### config.mk
export PLATFORM = sky130hd
export DESIGN_NAME = hbcm_cfg
export DESIGN_NICKNAME = d
export VERILOG_FILES = /design/src/hdl/hbcm_pkg.sv /design/src/hdl/hbcm_cfg.sv
export SDC_FILE = /design/constraint.sdc
export NUM_CORES = 1
export LEC_CHECK = 0
export BUFFER_PORTS_ARGS = -buffer_cell sky130_fd_sc_hd__clkbuf_2
export CAP_MARGIN = 15
export CELL_PAD_IN_SITES_DETAIL_PLACEMENT = 1
export CELL_PAD_IN_SITES_GLOBAL_PLACEMENT = 1
export CORE_UTILIZATION = 39
export DETAILED_ROUTE_END_ITERATION = 7
export GPL_TIMING_DRIVEN = 0
export PLACE_DENSITY_LB_ADDON = 0.25
export SYNTH_ARGS = -nofsm -noshare
export SYNTH_HDL_FRONTEND = slang
export SYNTH_SLANG_ARGS = --single-unit
### constraint.sdc
create_clock -name clk -period 2.5 [get_ports clk]
set_clock_uncertainty 0.2 [all_clocks]
set_input_delay 0.5 -clock clk [delete_from_list [all_inputs] [get_ports clk]]
set_output_delay 0.5 -clock clk [all_outputs]
set_load 0.02 [all_outputs]
### src/hdl/hbcm_pkg.sv
// Shared types and constants of the height band contour marker.
// Used by hbcm_cfg, the core top level and the port checker; depends on nothing.
`timescale 1ns / 1ps

package hbcm_pkg;

    // Grid limits and field widths
    localparam int MAX_WIDTH  = 1024;
    localparam int MAX_HEIGHT = 4096;
    localparam int HGT_W      = 16;
    localparam int COL_W      = $clog2(MAX_WIDTH);
    localparam int ROW_W      = $clog2(MAX_HEIGHT);
    localparam int FW_W       = COL_W + 1;   // frame_width register
    localparam int FH_W       = ROW_W + 1;   // frame_height register, step row counter
    localparam int ADDR_W     = 4;
    localparam int DATA_W     = 32;

    // Input beat kinds (tuser)
    localparam logic OP_SAMPLE = 1'b0;
    localparam logic OP_FLUSH  = 1'b1;

    // Register map, word index = paddr[3:2]
    typedef enum logic [1:0] {
        REG_BAND_LOW     = 2'd0,
        REG_BAND_HIGH    = 2'd1,
        REG_FRAME_WIDTH  = 2'd2,
        REG_FRAME_HEIGHT = 2'd3
    } reg_idx_t;

    typedef logic signed [HGT_W-1:0] hgt_t;

    // One column of the 3x3 window: rows below, at and above the point
    typedef struct packed {
        hgt_t top;
        hgt_t mid;
        hgt_t bot;
    } col_vec_t;

    // Configuration as seen by the datapath (sizes already clamped)
    typedef struct packed {
        hgt_t            band_low;
        hgt_t            band_high;
        logic [FW_W-1:0] width;
        logic [FH_W-1:0] height;
        logic            restart;
    } cfg_t;

    // One step of the window pipeline, issued at the accept edge
    typedef struct packed {
        logic             virt;       // flush step: lower row replicated
        logic             emit;       // step completes a point
        logic             skip_fill;  // single-row frame: preload the first column
        hgt_t             sample;
        logic [COL_W-1:0] ci;
        logic [FH_W-1:0]  ri;
    } step_t;

endpackage

### src/hdl/hbcm_cfg.sv
// APB register block of the height band contour marker: band bounds and frame size.
// Depends on hbcm_pkg; gives the clamped sizes and a restart pulse on size writes.
`timescale 1ns / 1ps

module hbcm_cfg (
    input  logic                        clk,
    input  logic                        rst_n,
    input  logic                        psel,
    input  logic                        penable,
    input  logic                        pwrite,
    input  logic [hbcm_pkg::ADDR_W-1:0] paddr,
    input  logic [hbcm_pkg::DATA_W-1:0] pwdata,
    output logic [hbcm_pkg::DATA_W-1:0] prdata,
    output hbcm_pkg::cfg_t              cfg
);

    logic [hbcm_pkg::HGT_W-1:0] band_low_reg, band_low_next;
    logic [hbcm_pkg::HGT_W-1:0] band_high_reg, band_high_next;
    logic [hbcm_pkg::FW_W-1:0]  width_reg, width_next;
    logic [hbcm_pkg::FH_W-1:0]  height_reg, height_next;
    hbcm_pkg::reg_idx_t         idx;
    logic                       wr;

    assign idx = hbcm_pkg::reg_idx_t'(paddr[3:2]);
    assign wr  = psel && penable && pwrite;

    // Write decode
    always_comb
    begin
        band_low_next  = band_low_reg;
        band_high_next = band_high_reg;
        width_next     = width_reg;
        height_next    = height_reg;
        cfg.restart    = 1'b0;
        if (wr)
        begin
            unique case (idx)
                hbcm_pkg::REG_BAND_LOW:     band_low_next  = pwdata[hbcm_pkg::HGT_W-1:0];
                hbcm_pkg::REG_BAND_HIGH:    band_high_next = pwdata[hbcm_pkg::HGT_W-1:0];
                hbcm_pkg::REG_FRAME_WIDTH:
                begin
                    width_next  = pwdata[hbcm_pkg::FW_W-1:0];
                    cfg.restart = 1'b1;
                end
                hbcm_pkg::REG_FRAME_HEIGHT:
                begin
                    height_next = pwdata[hbcm_pkg::FH_W-1:0];
                    cfg.restart = 1'b1;
                end
            endcase
        end
    end

    always_ff @(posedge clk or negedge rst_n)
    begin
        if (!rst_n)
        begin
            band_low_reg  <= '0;
            band_high_reg <= '0;
            width_reg     <= hbcm_pkg::FW_W'(1024);
            height_reg    <= hbcm_pkg::FH_W'(1024);
        end
        else
        begin
            band_low_reg  <= band_low_next;
            band_high_reg <= band_high_next;
            width_reg     <= width_next;
            height_reg    <= height_next;
        end
    end

    // Read mux
    always_comb
    begin
        unique case (idx)
            hbcm_pkg::REG_BAND_LOW:     prdata = hbcm_pkg::DATA_W'(band_low_reg);
            hbcm_pkg::REG_BAND_HIGH:    prdata = hbcm_pkg::DATA_W'(band_high_reg);
            hbcm_pkg::REG_FRAME_WIDTH:  prdata = hbcm_pkg::DATA_W'(width_reg);
            hbcm_pkg::REG_FRAME_HEIGHT: prdata = hbcm_pkg::DATA_W'(height_reg);
        endcase
    end

    // Clamp sizes to 1..MAX
    always_comb
    begin
        cfg.band_low  = band_low_reg;
        cfg.band_high = band_high_reg;
        if (width_reg == '0)
            cfg.width = hbcm_pkg::FW_W'(1);
        else if (width_reg > hbcm_pkg::FW_W'(hbcm_pkg::MAX_WIDTH))
            cfg.width = hbcm_pkg::FW_W'(hbcm_pkg::MAX_WIDTH);
        else
            cfg.width = width_reg;
        if (height_reg == '0)
            cfg.height = hbcm_pkg::FH_W'(1);
        else if (height_reg > hbcm_pkg::FH_W'(hbcm_pkg::MAX_HEIGHT))
            cfg.height = hbcm_pkg::FH_W'(hbcm_pkg::MAX_HEIGHT);
        else
            cfg.height = height_reg;
    end

endmodule

Word level (Yosys, flattened, before mapping)
Cells that the tools add are included.
W data, S select, Z words.
{"block": "classes", "magnitude_cmp": 2, "eq_ne": 3, "n_mux": 7, "reduce_logical": 10}
{"cell": "$pmux W32 S4", "count": 1}
{"cell": "$mux W13", "count": 2}
{"cell": "$mux W11", "count": 2}
{"cell": "$gt A13 B13 Y1 const B", "count": 1}
{"cell": "$logic_not A13 Y1", "count": 1}
{"cell": "$gt A11 B11 Y1 const B", "count": 1}
{"cell": "$logic_not A11 Y1", "count": 1}
{"cell": "$reduce_and A2 Y1", "count": 4}
{"cell": "$eq A2 B2 Y1 const B", "count": 2}
{"cell": "$eq A2 B1 Y1 const B", "count": 1}
{"cell": "$logic_and A1 B1 Y1", "count": 2}
{"cell": "$logic_not A2 Y1", "count": 1}
{"cell": "$mux W1", "count": 2}
{"cell": "$reduce_or A2 Y1", "count": 1}
{"block": "totals", "ff_bits": 56, "in_bits": 41, "output_inout_bits": 89, "elab_cells": 26}

Depth between registers and ports, before layout
Gate-level depths: netlist (run 1).
{"block": "logic_depth", "word_depth": 4, "depth_mapped": 5, "depth_no_buf": 3}

Worst setup path after synthesis (run 1)
Ideal clock, no wire load.
{"block": "synth_path", "path_type": "input port to output port", "startpoint": "in paddr[2] in the netlist's numbering", "endpoint": "out prdata[0] in the netlist's numbering", "arrival_time_ns": 1.429, "t_required_ns": 1.800, "slack_ns": 0.371, "cell_stages": 3, "path_buffers": 2, "cell_sequence": "buf_6 -> buf_4 -> mux4_2"}
{"block": "synth_via", "elab_chain_len": 2}
{"element": "start, declared", "line": "hbcm_cfg.sv:11", "rtl": "input logic [hbcm_pkg::ADDR_W-1:0] paddr,"}
{"element": "$eq A2 B2 Y1 (tied with other cells)", "line": "hbcm_cfg.sv:75", "rtl": "unique case (idx)"}
{"element": "$pmux W32 S4 *", "line": "hbcm_cfg.sv:75"}
{"element": "end, declared", "line": "hbcm_cfg.sv:13", "rtl": "output logic [hbcm_pkg::DATA_W-1:0] prdata,"}
Mark *: on every way between the ends. The rest lies on a longest branch, timed or not. The select of a mux whose other input is x is not followed.

Final worst setup path (run 1)
{"block": "layout_path", "startpoint": "in paddr[3] in the netlist's numbering", "endpoint": "out prdata[8] in the netlist's numbering"}
The elaborated chain is that of the path after synthesis.

==> reports/results.ini, run 1 <==
[yosys]
synthArstFlopShare_pct=100
synth_area_sq_um=2850
synth_cells=201
ys_seq_area_share_pct=49.2
synth.distinct_cells=24
ys_warn_count=0
synth_edf_count=0
synth_flop_cell=dfrtp_1
ys_ff_latch=56
synth.avg_cell_area_sq_um=14.2

[drt]
drt_first_pass_iters=3
viasPerCell=4.80
routed_wl_mm=6.97
drt_iter0_drc=62
ant_nets=0
wl_per_cell_um=16.9
drc=0
num_vias=1984

[setup_path]
required_ns=1.80
setup.worst_path.class=primary input to output port
worstPathMaxFanout=10
critical_path_arrival_ns=1.73
worstSetupStartpointType=primary input
cp-end-kind=output port

[clock_network]
cts_buffers=5
cts_tree=yes
clk_pin_slew_ns=0.09
cts_num_sinks=56
clockRootBuffer=clkbuf_8
clock_latency_ns=0.30
cts_buffer_depth=2
cts_max_level=2
hold_buffers=0

[die]
fp.dieW_um=87.5
io_pins=130
start_util_pct=41.1
die_h_um=87.5
core_area_sq_um=6940
rows=30
die-area_sq_um=7660

[pwr]
comb_power_share_pct=39.4
sw_frac_of_total_pct=38.0
p_sw_mw=1.15
pwr-share-clk_pct=16.6
vdd_ir_drop_max_uv=422
p_per_area_nw_per_um2=841
total_leakage_power_nw=1.78
p_total_mw=3.02
internal_power_mw=1.87
power_frac_seq_pct=44.1

[final_layout]
fill_cells=757
postLayoutCoreUtil_pct=51.7
finalNonFillerCells=413
drive_above_1_share_pct=62.5
fin_area_sq_um=3590
synthToLayoutAreaGrowth_pct=25.9
layout.nets=357
n_antenna_cell=0

[placement]
placed_cell_area_sq_um=3510
port_buffers=95
place_inst=407
globalplace.congestion=0.747
hpwlAfterDp_mm=5.22

[timing]
worstMarginPinSlew_ns=0.770
rsz0062_at_grt=no
finalMaxSlewViolations=0
finalCritPeriodShare_pct=97.1
setup_viol=0
fin_crit_ns=2.43
hold_viol=0
relSlewSlack_pct=48.7
max_freq_mhz=412
whs_ns=0.0847

[job]
cap_viol_max_count=0

[global_routing]
grtUsageMet3_pct=3.79
overflow=0
use_met1_pct=27.7
grt_pass1_vias=2089
antenna_found_initial=0
grt_max_degree=57
grt_pass1_wl_mm=11.3
use_met2_pct=32.0
grt_busiest_layer=met2
track_usage_pct=19.7

[outcome]
status=finished, final reports clean

[hold_path]
hold_class=primary input to asynchronous set/reset pin

==> critical path, stage by stage <==
cell	delay, ns
clkbuf_2	0.15
buf_2	0.31
buf_4	0.26
mux4_2	0.33
clkbuf_2	0.17
==> placed cells by master (no fill, tap or decap), types with 4 or more instances in the layout <==
cell / n
conb_1: 16
buf_4: 17
dfrtp_1: 54
mux2_2: 46
clkbuf_1: 4
mux2i_1: 5
clkbuf_2: 94
nor2_1: 6
mux4_2: 11
nor2b_1: 20
buf_6: 4
clkbuf_8: 6
mux2_4: 10
==> worst paths after layout <==
| kind | to | depth (start not counted) | from | slack (ns) |
|---|---|---|---|---|
| setup reg to reg | width_reg[10] | 2 | width_reg[10] | 0.99 |
| hold reg to reg | band_low_reg[2] | 1 | band_low_reg[2] | 0.34 |
| min in group clk | band_high_reg[14] | 2 | pwdata[14] | 0.24 |
| hold / removal | band_low_reg[10] | 1 | rst_n | 0.08 |
| setup / recovery | prdata[8] | 5 | paddr[3] | 0.07 |
| max in group asynchronous | width_reg[4] | 1 | rst_n | 1.51 |
==> cell families after synthesis <==
family / count (synthesis) / synth area share [%]
mux: 72 / 33.9
flops: 56 / 49.2
simple gates: 39 / 8.73
buf+inv: 29 / 7.28
compound gates: 4 / 0.789
other cells: 1 / 0.131
==> power groups by stage <==
stage	logic, mW	clock network, mW	registers, mW
4_1_cts	1.22	0.523	1.32
3_5_place_dp	1.22	0	1.34
2_1_floorplan	0.678	0	1.42
6_report	1.19	0.500	1.33
5_1_grt	1.28	0.559	1.37
3_3_place_gp	1.20	0	1.33
==> per-layer routing <==
layer	wire length, um	up-vias
met1	3140	994
li1	-	914
met5	0	-
met3	364	7
met4	71	0
met2	3400	69
==> synthesized netlist by cell type, types with 2 or more instances <==
cell type,number,area (sq um)
nor4_1,3,18.8
nand3_1,2,10.0
nor2b_1,20,125
buf_2,4,20.0
buf_4,17,128
mux2_4,10,150
mux2i_1,5,50.1
nor3_1,2,10.0
o21ai_0,2,10.0
nor2_1,6,22.5
mux2_2,46,518
clkbuf_1,4,15.0
mux4_2,11,248
a31oi_1,2,12.5
dfstp_2,2,52.6
buf_6,4,45.0
dfrtp_1,54,1350
==> layout make-up <==
cell class | instances | area [sq um] | share of cell area, %
multi-input combinational | 131 | 1300 | 36.1
timing repair buffer | 95 | 478 | 13.3
clock inverter | 1 | 7.51 | 0.209
clock buffer | 7 | 86.3 | 2.40
tap | 96 | 120 | 3.34
sequential | 56 | 1400 | 39.1
buffer | 27 | 199 | 5.54
==> stage by stage <==
step	setup WS [ns]	TNS, ns
CTS	0.00984	0
global placement	-0.0224	-0.0630
floorplan	0.371	0
finish	0.0729	0
detailed placement	-0.0288	-0.0671
global route	0.0202	0
==> what timing repair did <==
item | CTS | global route
endpoints found under the setup margin | 3 | 1
buffers inserted | 0 | 0
gates resized for setup | 1 | 0
No activity file was read; power rests on OpenSTA's default activity.
==> inputs of run 2 (changes only) <==
- CORE_UTILIZATION: 39 -> 36
- clock period: 2.5 -> 2.73 ns (I/O delays scaled with it)
==> run 2 against run 1 <==
Register-to-register slack improved by 0.23 ns; global-route usage fell by 0.50 points; utilization fell by 4.6 points; clock power rose by 7.4%; sequential share of layout area fell by 0.32 points; count of clock-buffer cells in the layout fell by 1; power fell by 5.6%; via count rose by 0.55%; worst setup slack improved by 0.074 ns; die area rose by 8.1%; routed wire length rose by 4.6%.
==> reports/results.ini, run 2 (synthesis gave the netlist of run 1 again) <==
[outcome]
status=finished, final reports clean

[drt]
drc=0
viasPerCell=4.74
drt_iter0_drc=36
wl_per_cell_um=17.3
drt_first_pass_iters=4
ant_nets=0
routed_wl_mm=7.29
num_vias=1995

[setup_path]
crit_slowest_cell=mux4_2
crit_top_cell=clkbuf_2
worstPathCellList=clkbuf_2 -> buf_6 -> buf_4 -> mux4_2 -> clkbuf_2
cp-end-kind=output port
slowest_delay_ns=0.53
setup.worst_path.class=primary input to output port
required_ns=1.98
worstPathMaxFanout=10
ff2ff_path_depth=2
critical_path_arrival_ns=1.84
cp_top_family=buffers and inverters
worstSetupStartpointType=primary input
crit_buf_inv=4
path_depth=5
r2r_start=width_reg[10]
cp-startpoint=paddr[2]

[clock_network]
clk_pin_slew_ns=0.10
hold_buffers=0
post-cts-setup-buffers=0
cts_num_sinks=56
cts_resized=0
clockRootBuffer=clkbuf_8
clock_latency_ns=0.30
cts_buffer_depth=2
cts_max_level=2
cts_tree=yes
cts_buffers=5

[timing]
finalCritPeriodShare_pct=94.6
finalSetupTns_ns=0
rsz0062_at_grt=no
relSlewSlack_pct=47.7
worstMarginPinSlew_ns=0.785
fin_crit_ns=2.58
max_freq_mhz=387
finalMaxSlewViolations=0
setup_viol=0
hold_viol=0

[die]
die_h_um=91.0
io_pins=130
start_util_pct=37.1
fp.dieW_um=91.0
die-area_sq_um=8280
rows=32
core_area_sq_um=7690

[global_routing]
grt_pass1_vias=2162
track_usage_pct=19.2
grt_pass1_wl_mm=12.1
antenna_found_initial=0
grt_max_degree=57
overflow=0

[placement]
port_buffers=95
hpwlAfterDp_mm=5.41
globalplace.congestion=0.733

[hold_path]
hold_class=primary input to asynchronous set/reset pin

[final_layout]
layout_common_cells=94 x clkbuf_2, 54 x dfrtp_1, 46 x mux2_2, 20 x nor2b_1, 17 x buf_4
postLayoutCoreUtil_pct=47.1
drive_above_1_share_pct=62.4
final_common_cell=clkbuf_2
layout.nets=359
synthToLayoutAreaGrowth_pct=27.0
n_antenna_cell=0

[pwr]
p_sw_mw=1.07
vdd_ir_drop_max_uv=395
pwr-share-clk_pct=18.8
p_per_area_nw_per_um2=787
power_frac_seq_pct=42.4
comb_power_share_pct=38.8
sw_frac_of_total_pct=37.5
internal_power_mw=1.78
total_leakage_power_nw=1.80

[job]
cap_viol_max_count=0

==> run 2: changes by cell type in the layout (fill, tap and decap cells not counted) <==
cell	previous run	this run
clkinvlp_4	1	0
buf_2	3	4
bufinv_16	0	1
clkbuf_1	4	5
clkbuf_8	6	5
clkinv_2	0	1
==> run 2: final timing paths <==
kind	slack, ns	to
max in group asynchronous	1.68	band_high_reg[5]
worst min register to register	0.34	band_low_reg[14]
worst max-delay path	0.15	prdata[0]
worst min-delay path	0.13	band_high_reg[13]
min in group clk	0.28	band_high_reg[14]
worst max register to register	1.22	width_reg[10]
==> run 2: worst register-to-register path: cells and delay by family, from the launching register on <==
family	cells	cell delay (ns)
flip-flops	1	0.57
buffers and inverters	1	0.43
multiplexers	1	0.26
==> run 2: power by group through the flow <==
stage                     Clock (mW)  Sequential (mW)  Combinational (mW)
final                          0.537             1.21                1.11
after global routing           0.584             1.25                1.18
after CTS                      0.554             1.21                1.12
after detailed placement           0             1.23                1.12
after global placement             0             1.22                1.10
after floorplan                    0             1.30               0.621
==> run 2: cell type report <==
| type | instances | area [sq um] |
|---|---|---|
| multi-input cells | 131 | 1300 |
| plain buffers | 29 | 208 |
| flip-flops and latches | 56 | 1400 |
| clock inverters | 2 | 35.0 |
| repair buffers | 95 | 478 |
| fillers | 873 | 4070 |
| well taps | 102 | 128 |
| clock buffers | 6 | 72.6 |
==> run 2: per-layer routing <==
metal	share of wire [%]	track usage (%)
met1	44	25.9
met2	50	31.8
met3	4.9	3.43
met4	0.86	5.56
met5	0	0
==> run 2: metrics by stage <==
step	worst slack [ns]	power (mW)	cells	area, sq um	hold slack, ns
floorplan	0.509	1.93	216	2910	0.0504
CTS	0.111	2.89	421	3620	0.156
finish	0.147	2.85	421	3620	0.126
detailed placement	0.111	2.35	413	3510	0.324
global placement	0.128	2.32	413	3510	0.317
global route	0.0549	3.02	421	3620	0.167
==> inputs of run 3 (changes only) <==
--- a/config.mk
+++ b/config.mk
@@ -11,2 +11,3 @@
 export CELL_PAD_IN_SITES_GLOBAL_PLACEMENT = 1
+export CORE_ASPECT_RATIO = 0.7
 export CORE_UTILIZATION = 36
--- a/constraint.sdc
+++ b/constraint.sdc
@@ -4,2 +4,2 @@
 set_output_delay 0.546 -clock clk [all_outputs]
-set_load 0.02 [all_outputs]
+set_load 0.01 [all_outputs]
==> run 3 against run 2 <==
Clock power up 25%; first-iteration DRC count up 36%; combinational power down 19%; routed wire length up 2.0%; via count up 2.4%; register-to-register slack worse by 0.09 ns; largest power group unchanged; flip-flop and latch count unchanged.
==> reports/results.ini, run 3 (synthesis gave the netlist of run 1 again) <==
[die]
die-area_sq_um=8290
core_area_sq_um=7480
die_h_um=76.5
io_pins=130
rows=26
fp.dieW_um=108
start_util_pct=38.1

[pwr]
sw_frac_of_total_pct=32.6
internal_power_mw=1.88
power_frac_seq_pct=43.5
total_leakage_power_nw=1.81
p_total_mw=2.78
comb_power_share_pct=32.4
p_sw_mw=0.909
pwr-share-clk_pct=24.0
p_per_area_nw_per_um2=760
vdd_ir_drop_max_uv=327

[global_routing]
antenna_found_initial=0
grt_max_degree=57
overflow=0
grt_pass1_wl_mm=12.0
grt_pass1_vias=2126
track_usage_pct=19.3

[outcome]
status=finished, final reports clean

[setup_path]
worstSetupStartpointType=primary input
reg2reg_slack_ns=1.13
worstPathMaxFanout=10
crit_top_cell=clkbuf_2
setup.worst_path.class=primary input to output port
crit_slowest_cell=mux4_2
r2r_end=width_reg[10]
cp-startpoint=paddr[2]
cp-endpoint=prdata[9]
cp-end-kind=output port
critical_path_arrival_ns=1.84
worstPathCellList=clkbuf_2 -> buf_6 -> buf_4 -> mux4_2 -> clkbuf_2
required_ns=1.98
slowest_delay_ns=0.54
r2r_start=width_reg[10]
ff2ff_path_depth=2

[clock_network]
clock_latency_ns=0.29
clockRootBuffer=clkbuf_16
cts_max_level=2
post-cts-setup-buffers=0
cts_resized=0
cts_num_sinks=56
cts_tree=yes
hold_buffers=0
cts_buffer_depth=2
clk_pin_slew_ns=0.07
cts_buffers=5

[drt]
drc=0
num_vias=2043
wl_per_cell_um=17.8
drt_first_pass_iters=4
drt_iter0_drc=49
viasPerCell=4.90
ant_nets=0
routed_wl_mm=7.44

[timing]
finalMaxSlewViolations=0
worst_slack_ns=0.143
whs_ns=0.152
rsz0062_at_grt=no
hold_viol=0
fin_crit_ns=2.59
finalCritPeriodShare_pct=94.8
relSlewSlack_pct=47.3
finalSetupTns_ns=0
max_freq_mhz=387
setup_viol=0
worstMarginPinSlew_ns=0.790

[final_layout]
final_common_cell=clkbuf_2
fin_area_sq_um=3660
n_antenna_cell=0
layout.nets=359
fill_cells=799
drive_above_1_share_pct=62.7
layout_common_cells=94 x clkbuf_2, 54 x dfrtp_1, 46 x mux2_2, 20 x nor2b_1, 17 x buf_4
synthToLayoutAreaGrowth_pct=28.4

[placement]
hpwlAfterDp_mm=5.47
pre_cts_ws_ns=0.114
port_buffers=95
globalplace.congestion=0.739
placed_cell_area_sq_um=3510

[hold_path]
hold_class=primary input to asynchronous set/reset pin

[job]
cap_viol_max_count=0

-- run 3: power groups by stage --
stage	combinational [mW]	sequential [mW]	clock (mW)
floorplan	0.499	1.22	0
global placement	0.894	1.22	0
detailed placement	0.912	1.23	0
CTS	0.918	1.22	0.687
global route	0.988	1.25	0.714
finish	0.904	1.21	0.669
-- run 3: worst min-delay path by stage --
stage               startpoint          endpoint  slack, ns  cells past startpoint
2_1_floorplan            rst_n  band_high_reg[0]       0.05                      0
3_3_place_gp   band_low_reg[9]   band_low_reg[9]       0.32                      1
3_5_place_dp   band_low_reg[4]   band_low_reg[4]       0.32                      1
4_1_cts                  rst_n  band_high_reg[0]       0.19                      1
5_1_grt                  rst_n  band_high_reg[0]       0.22                      1
6_report                 rst_n  band_high_reg[0]       0.15                      1
-- run 3: per-stage QoR --
| stage | util (%) | std cells |
|---|---|---|
| after floorplan | - | 216 |
| after global placement | 46.9 | 409 |
| after detailed placement | 46.9 | 409 |
| after CTS | 49.0 | 417 |
| after global routing | 49.0 | 417 |
| final | 49.0 | 417 |
-- run 3: worst max-delay path, delay by kind of cell --
family | cells | cell delay [ns]
buffers and inverters | 4 | 0.75
multiplexers | 1 | 0.54
-- run 3: routing by layer --
| metal | vias to the layer above | wire length (um) | global-route usage, % |
|---|---|---|---|
| li1 | 925 | - | - |
| met1 | 1043 | 3620 | 27.6 |
| met2 | 68 | 3370 | 30.0 |
| met3 | 7 | 395 | 3.85 |
| met4 | 0 | 48 | 4.46 |
| met5 | - | 0 | 0 |
-- run 3: area by class of cell --
type                            count  area (sq um)  share of cell area, %
Clock inverter                      2          15.0                  0.410
Multi-Input combinational cell    131          1300                   35.4
Tap cell                           98           123                   3.35
Buffer                             29           208                   5.67
Sequential cell                    56          1400                   38.3
Clock buffer                        6           139                   3.79
Timing Repair Buffer               95           478                   13.0
